$ cat src/rtl/assert_macros.svh
// Assertion helpers shared by the RTL. Each expects a clock named clk and,
// where reset gates the check, a reset named rst.
`ifndef ASSERT_MACROS_SVH
`define ASSERT_MACROS_SVH

// Checked at every rising edge outside reset.
`define ASSERT_CLK(label, prop, msg) \
  label: assert property (@(posedge clk) disable iff (rst) (prop)) else $error(msg);

// Checked at every rising edge, reset included.
`define ASSERT_ALWAYS(label, prop, msg) \
  label: assert property (@(posedge clk) (prop)) else $error(msg);

`endif

$ cat src/rtl/deq_pkg.sv
`default_nettype none

package deq_pkg;

  localparam int POS_W   = 5;
  localparam int BYTES_W = 3;
  localparam logic [BYTES_W-1:0] MAX_BYTES = 3'd4;

  typedef enum logic [2:0] {
    MODE_PUSH_FRONT = 3'd0,
    MODE_PUSH_BACK  = 3'd1,
    MODE_POP_FRONT  = 3'd2,
    MODE_POP_BACK   = 3'd3,
    MODE_READ       = 3'd4,
    MODE_CLEAR      = 3'd5
  } mode_t;

  typedef enum logic [2:0] {
    EV_NONE       = 3'd0,
    EV_PUSH_FRONT = 3'd1,
    EV_PUSH_BACK  = 3'd2,
    EV_POP_FRONT  = 3'd3,
    EV_POP_BACK   = 3'd4,
    EV_CLEAR      = 3'd5
  } event_t;

endpackage

`default_nettype wire

$ cat src/rtl/deq_ram.sv
`default_nettype none

module deq_ram #(
  parameter int WIDTH = 35,
  parameter int DEPTH = 16
) (
  input  wire logic                     clk,
  input  wire logic                     we,
  input  wire logic [$clog2(DEPTH)-1:0] waddr,
  input  wire logic [WIDTH-1:0]         wdata,
  input  wire logic                     re,
  input  wire logic [$clog2(DEPTH)-1:0] raddr,
  output logic      [WIDTH-1:0]         rdata
);

  logic [WIDTH-1:0] mem [DEPTH];

  always_ff @(posedge clk) begin
    if (we) begin
      mem[waddr] <= wdata;
    end
    if (re) begin
      rdata <= mem[raddr];
    end
  end

endmodule

`default_nettype wire

$ cat src/rtl/double_ended_ring_queue.sv
// Ring deque held in one synchronous RAM, with front, back and count in flops.
// The response to an accepted command is registered and shows in the next cycle.
// Throughput: one command per cycle while the response is not stalled; the RAM
// read port is registered and its data shows with the registered response fields.
// Reset (synchronous, active high) empties the deque and drops any response;
// RAM contents are left as they are and are only read inside the live size.
`default_nettype none

module double_ended_ring_queue
  import deq_pkg::*;
#(
  parameter int DEPTH      = 16,
  parameter int DATA_WIDTH = 32
) (
  input  wire logic                         clk,
  input  wire logic                         rst,
  input  wire logic                         cmd_valid,
  output logic                              cmd_stall,
  input  wire logic [2:0]                   mode,
  input  wire logic [DATA_WIDTH-1:0]        data_word,
  input  wire logic [BYTES_W-1:0]           byte_count,
  input  wire logic signed [POS_W-1:0]      position,
  output logic                              rsp_valid,
  input  wire logic                         rsp_stall,
  output logic [$clog2(DEPTH+1)-1:0]        size_after,
  output logic [2:0]                        event_code,
  output logic                              evicted_on_full,
  output logic                              read_valid,
  output logic [DATA_WIDTH-1:0]             read_word,
  output logic [BYTES_W-1:0]                read_count
);

  `include "assert_macros.svh"

  localparam int PW = $clog2(DEPTH);
  localparam int CW = $clog2(DEPTH + 1);
  localparam int LW = ((CW > POS_W) ? CW : POS_W) + 1;
  localparam int SW = PW + 1;
  localparam int MW = DATA_WIDTH + BYTES_W;

  function automatic logic [PW-1:0] ptr_inc(input logic [PW-1:0] p);
    return (p == PW'(DEPTH - 1)) ? '0 : p + 1'b1;
  endfunction

  function automatic logic [PW-1:0] ptr_dec(input logic [PW-1:0] p);
    return (p == '0) ? PW'(DEPTH - 1) : p - 1'b1;
  endfunction

  logic [PW-1:0] front, front_next;
  logic [PW-1:0] back, back_next;
  logic [CW-1:0] count, count_next;

  logic          accept;
  logic          full;
  logic [BYTES_W-1:0] bytes_clamp;

  logic          wr_en;
  logic [PW-1:0] wr_addr;
  logic          rd_en;
  logic [PW-1:0] rd_addr;
  logic [MW-1:0] rdata;

  logic signed [LW-1:0] pos_ext;
  logic signed [LW-1:0] logical;
  logic                 in_range;
  logic [SW-1:0]        phys_sum;
  logic [PW-1:0]        phys;

  event_t        ev;
  logic          evict;
  logic [PW-1:0] back_room;

  event_t        ev_q;
  logic          evict_q;
  logic          hit_q;
  logic [CW-1:0] size_q;
  logic [SW-1:0] chk_sum;

  // A new command may enter whenever the response register is free or drains.
  assign cmd_stall = rsp_valid && rsp_stall;
  assign accept    = cmd_valid && !cmd_stall;
  assign full      = (count == CW'(DEPTH));
  assign bytes_clamp = (byte_count > MAX_BYTES) ? MAX_BYTES : byte_count;

  // Logical index: negative positions count back from the size.
  assign pos_ext  = LW'(position);
  assign logical  = position[POS_W-1] ? (pos_ext + $signed(LW'(count)))
                                      : pos_ext;
  assign in_range = !logical[LW-1] && (logical < $signed(LW'(count)));

  // Entry i sits at front - 1 - i around the ring.
  assign phys_sum = {1'b0, front} + SW'(DEPTH - 1) - {1'b0, logical[PW-1:0]};
  assign phys     = (phys_sum >= SW'(DEPTH)) ? PW'(phys_sum - SW'(DEPTH))
                                             : phys_sum[PW-1:0];

  // A push into a full ring first drops the back entry.
  assign back_room = full ? ptr_inc(back) : back;

  always_comb begin
    front_next = front;
    back_next  = back;
    count_next = count;
    ev         = EV_NONE;
    evict      = 1'b0;
    wr_en      = 1'b0;
    wr_addr    = front;
    rd_en      = 1'b0;
    rd_addr    = phys;
    case (mode)
      MODE_PUSH_FRONT: begin
        if (bytes_clamp != '0) begin
          evict      = full;
          wr_en      = 1'b1;
          wr_addr    = front;
          front_next = ptr_inc(front);
          back_next  = back_room;
          count_next = full ? count : count + 1'b1;
          ev         = EV_PUSH_FRONT;
        end
      end
      MODE_PUSH_BACK: begin
        if (bytes_clamp != '0) begin
          evict      = full;
          wr_en      = 1'b1;
          wr_addr    = ptr_dec(back_room);
          back_next  = ptr_dec(back_room);
          count_next = full ? count : count + 1'b1;
          ev         = EV_PUSH_BACK;
        end
      end
      MODE_POP_FRONT: begin
        if (count != '0) begin
          front_next = ptr_dec(front);
          count_next = count - 1'b1;
          ev         = EV_POP_FRONT;
        end
      end
      MODE_POP_BACK: begin
        if (count != '0) begin
          back_next  = ptr_inc(back);
          count_next = count - 1'b1;
          ev         = EV_POP_BACK;
        end
      end
      MODE_READ: begin
        rd_en = in_range;
      end
      MODE_CLEAR: begin
        front_next = '0;
        back_next  = '0;
        count_next = '0;
        ev         = (count != '0) ? EV_CLEAR : EV_NONE;
      end
      default: begin
      end
    endcase
  end

  deq_ram #(
    .WIDTH (MW),
    .DEPTH (DEPTH)
  ) u_store (
    .clk   (clk),
    .we    (accept && wr_en),
    .waddr (wr_addr),
    .wdata ({bytes_clamp, data_word}),
    .re    (accept && rd_en),
    .raddr (rd_addr),
    .rdata (rdata)
  );

  always_ff @(posedge clk) begin
    if (rst) begin
      front     <= '0;
      back      <= '0;
      count     <= '0;
      rsp_valid <= 1'b0;
    end else begin
      if (accept) begin
        front <= front_next;
        back  <= back_next;
        count <= count_next;
      end
      if (accept) begin
        rsp_valid <= 1'b1;
      end else if (!rsp_stall) begin
        rsp_valid <= 1'b0;
      end
    end
  end

  always_ff @(posedge clk) begin
    if (accept) begin
      size_q  <= count_next;
      ev_q    <= ev;
      evict_q <= evict;
      hit_q   <= (mode == MODE_READ) && in_range;
    end
  end

  assign size_after      = size_q;
  assign event_code      = ev_q;
  assign evicted_on_full = evict_q;
  assign read_valid      = hit_q;
  assign read_word       = hit_q ? rdata[DATA_WIDTH-1:0] : '0;
  assign read_count      = hit_q ? rdata[MW-1:DATA_WIDTH] : '0;

  // The back pointer plus the count lands on the front pointer around the ring.
  assign chk_sum = {1'b0, back} + SW'(count);

  `ASSERT_CLK(a_count_bound, count <= CW'(DEPTH), "entry count above capacity")
  `ASSERT_CLK(a_ring_consistent,
    ((chk_sum >= SW'(DEPTH)) ? PW'(chk_sum - SW'(DEPTH)) : chk_sum[PW-1:0]) == front,
    "front, back and count disagree")
  `ASSERT_CLK(a_evict_full, rsp_valid && evicted_on_full |-> size_after == CW'(DEPTH),
    "eviction reported below capacity")
  `ASSERT_CLK(a_reset_empty, $past(rst) |-> (count == '0 && !rsp_valid),
    "deque not empty after reset")

endmodule

`default_nettype wire
$ cat config.mk
export PLATFORM = sky130hd
export DESIGN_NAME = double_ended_ring_queue
export DESIGN_NICKNAME = d
export VERILOG_FILES = /design/src/rtl/deq_pkg.sv /design/src/rtl/deq_ram.sv /design/src/rtl/double_ended_ring_queue.sv
export VERILOG_INCLUDE_DIRS = /design/src /design/src/rtl
export SDC_FILE = /design/constraint.sdc
export NUM_CORES = 1
export LEC_CHECK = 0
export ABC_CLOCK_PERIOD_IN_PS = 11300
export BUFFER_PORTS_ARGS = -buffer_cell sky130_fd_sc_hd__buf_2
export CAP_MARGIN = 20
export CORE_MARGIN = 2
export CORE_UTILIZATION = 24
export CTS_CLUSTER_DIAMETER = 100
export DETAILED_ROUTE_END_ITERATION = 7
export PLACE_DENSITY = 0.42
export SYNTH_ARGS = -nofsm -noshare
export SYNTH_HDL_FRONTEND = slang
export SYNTH_HIERARCHICAL = 1
export SYNTH_SLANG_ARGS = --single-unit
$ cat constraint.sdc
create_clock -name clk -period 11.3 [get_ports clk]
set_input_delay 2.26 -clock clk [delete_from_list [all_inputs] [get_ports clk]]
set_output_delay 2.26 -clock clk [all_outputs]
set_load 0.02 [all_outputs]
==> impl_results.md <==
* Outcome: finished, final reports clean
* IO Port Bufs at 93
* Post-Place Cell Area at approximately 27000 µm²
* Setup TNS at 0 ns
* Final Slew Violations at 0
* Flops & latches, synth at a little over 600
* Slew Limit Headroom at 0.314
* Row Count at 118
* Core area at 103000 µm²
* First-pass GRT wire length at ~95 mm
* Post-DP HPWL at 34.2 mm
* Cell variety after synth at between 70 and 80
* Setup Buffers After CTS at 0
* Leakage at between 9 and 10 nW
* Top FF cell, synth: edfxtp_1
* Global route overflow at 0
* Share of cells above drive strength 1 at 0.229
* Mapped Nets at 1323
* Avg Synthesized Cell Area at between 15 and 20 µm²
* Unrepaired setup endpoints after global routing: false
* Root buf cell: clkbuf_16
* Hold Violations, Final at 0
* Synth Instances at between 1000 and 1500
* Nets at around 1400
* 1st-pass router iterations at 5
* DR WL/cell at roughly 23 µm
* CP Capture Type: flip-flop
* Req. time, crit path at about 12 ns
* Final hold slack at 0.571 ns
* Vias/cell at around 4.5
* Post-route ant nets at 0
* Max Root-Sink Buffers at 3
* Initial Util at 0.242
* Clock Skews at 0.0130 ns
* Initial antenna violation count at 9
* GPL Wtd Cong at approximately 0.72
* Num CTS Buffers at roughly 70
* Arr. time, crit path at approximately 6.2 ns
* DIE WIDTH at about 330 µm
* Worst VDD drop at about 95 µV
* Number of flops mapped to enable cells by yosys at between 600 and 700
* Max frequency at ~170 MHz
* Fin crit share at 0.516
* CP startpoint kind: input pin
* Final setup vio count at 0
* Initial DRC Count at a little over 900
* Crit-path cells: buf_2 -> ha_1 -> fa_1 -> mux2_2 -> fa_1 -> inv_6 -> buf_4 -> mux4_2 -> a22oi_1 -> nand2_1
* Syn Std Cell Area at roughly 25000 µm²
* Gates resized, CTS repair at 0
* Fin util at 0.282
* Die area at roughly 110000 µm²
* DIE HEIGHT at 327 µm
* Worst-path maximum fanout at about 90
* Crit-path slowest cell: buf_4
* Layout area overhead at 16.3%
* Cts hold-fix bufs at 0
* CP max stage delay at around 0.74 ns
* Post-synth ARST share at 0
* Htree depth at 3
* Final instance area at between 20000 and 30000 µm²
* Most frequent CP cell: fa_1
* Reg clk slew, reported paths at 0.06 ns
* Vias in the first global route at 13400
* Clk_lat worst skew at approximately 0.60 ns
* # DRC at 0
* Pwr Density at between 150 and 200 nW/µm²
* Pin count of the biggest net entering global routing at 90
* Worst-Margin Slew at a little over 1 ns
* Reg2Reg Setup Slack at between 6 and 7 ns
* I/O pin count at 94
* Synth warnings at 6
* TritonCTS clock tree: built
* Tmin final at approximately 5.8 ns
* Gr usage total at 0.123
* Max_cap viols at 0
* Vias at 12600
* Critical path type: input pin to flip-flop
* Post-synthesis sequential area ratio at 0.736
* Clock Sinks at 619
* Final WL at between 60 and 70 mm
* HP Class: flip-flop to flip-flop
-- cell type report --
type,count,area (µm²)
clock buffer,86,1790
multi-input combinational,546,6210
inverter,20,80.1
timing repair buffer,120,688
sequential,619,18400
tap,1380,1730
clock inverter,28,194
antenna,3,7.51
fill,10200,74300
-- power breakdown --
part | switching, mW | total (mW) | internal (mW)
combinational | 0.350 | 0.600 | 0.249
clock | 0.872 | 2.04 | 1.16
sequential | 0.0118 | 2.57 | 2.55
-- state kept, by name, summed over array words and instances, names as in the netlist --
| name | flops |
|---|---|
| read_valid | 1 |
| rsp_valid | 1 |
| size_after | 5 |
| back | 4 |
| front | 4 |
| u_store/mem | 560 |
| u_store/rdata | 35 |
| evicted_on_full | 1 |
| count | 5 |
| event_code | 3 |
-- cell usage after synthesis (all sizes together), types with 3 or more instances --
| master | instances | area share |
|---|---|---|
| edfxtp | 605 | 0.72 |
| mux4 | 140 | 0.13 |
| a22oi | 73 | 0.022 |
| nand2 | 56 | 0.0085 |
| nor2 | 39 | 0.0058 |
| and2 | 38 | 0.0095 |
| clkbuf | 36 | 0.0054 |
| buf | 35 | 0.014 |
| a21oi | 25 | 0.0050 |
| inv | 20 | 0.0030 |
| ha | 18 | 0.0090 |
| o21ai | 17 | 0.0038 |
| nor3 | 16 | 0.0032 |
| dfxtp | 14 | 0.011 |
| nand3 | 11 | 0.0022 |
| nand2b | 9 | 0.0022 |
| xnor2 | 9 | 0.0031 |
| o211ai | 7 | 0.0021 |
| nor2b | 6 | 0.0015 |
| a211oi | 5 | 0.0015 |
| mux2 | 5 | 0.0022 |
| mux2i | 4 | 0.0016 |
| o41ai | 4 | 0.0014 |
| a2111oi | 3 | 0.0010 |
| a21o | 3 | 0.00090 |
| a221oi | 3 | 0.0013 |
| a31oi | 3 | 0.00075 |
| nand3b | 3 | 0.00090 |
| nand4 | 3 | 0.00075 |
| nand4b | 3 | 0.0010 |
| nor4 | 3 | 0.00075 |
| o21bai | 3 | 0.0010 |
| or3 | 3 | 0.00075 |
-- metal layers --
| layer | track usage | vias to the layer above | wire length, µm |
|---|---|---|---|
| met5 | 0 | - | 76 |
| met4 | 0.0366 | 10 | 1230 |
| met3 | 0.0248 | 93 | 3200 |
| met2 | 0.209 | 261 | 32500 |
| met1 | 0.158 | 6731 | 28200 |
| li1 | - | 5490 | - |
-- metrics by stage --
step                power, mW  setup WS, ns  cells
finish                   5.20          5.47   2802
CTS                      5.30          5.46   2799
global route             5.43          5.26   2800
detailed placement       3.23          4.81   2685
global placement         3.22          4.82   2684
floorplan                3.05          3.44   1256
-- layout by cell type (no fill, tap or decap), drive strengths merged, types with 17 or more instances in the layout --
cell type / instances
inv: 23
o21ai: 17
a21oi: 25
clkbuf: 86
a22oi: 73
nor2: 39
buf: 120
ha: 18
and2: 38
edfxtp: 605
mux4: 140
clkinv: 20
nand2: 56
-- critical path: cells and delay by family --
family	cells	cell delay, ns
compound gates	1	0.25
fa+ha+maj	3	1.14
buf+inv	3	1.58
mux	2	0.73
simple gates	1	0.07
-- logic make-up (layout without fill, tap and decap cells) --
| logic type | count (synthesis) | count (layout) | share of synthesized area |
|---|---|---|---|
| DFF | 619 | 619 | 0.736 |
| buffers and inverters | 91 | 254 | 0.0224 |
| other | 0 | 3 | 0 |
| AOI/OAI and AO/OA | 166 | 166 | 0.0477 |
| muxes | 149 | 149 | 0.138 |
| xor gates and xnor gates | 10 | 10 | 0.00349 |
| adders and majority gates | 20 | 20 | 0.0106 |
| and+or+nand+nor | 201 | 201 | 0.0419 |
-- final timing paths --
kind | start | end | cells after the start
worst min-delay path | rsp_valid$_SDFFE_PP0P_ | rsp_valid$_SDFFE_PP0P_ | 3
worst min register to register | rsp_valid$_SDFFE_PP0P_ | rsp_valid$_SDFFE_PP0P_ | 3
worst max-delay path | position[0] | u_store/rdata[9]$_DFFE_PP_ | 10
worst max register to register | count[1]$_SDFFE_PP0P_ | u_store/mem[6][17]$_DFFE_PP_ | 13
No activity file was read; power rests on OpenSTA's default activity.
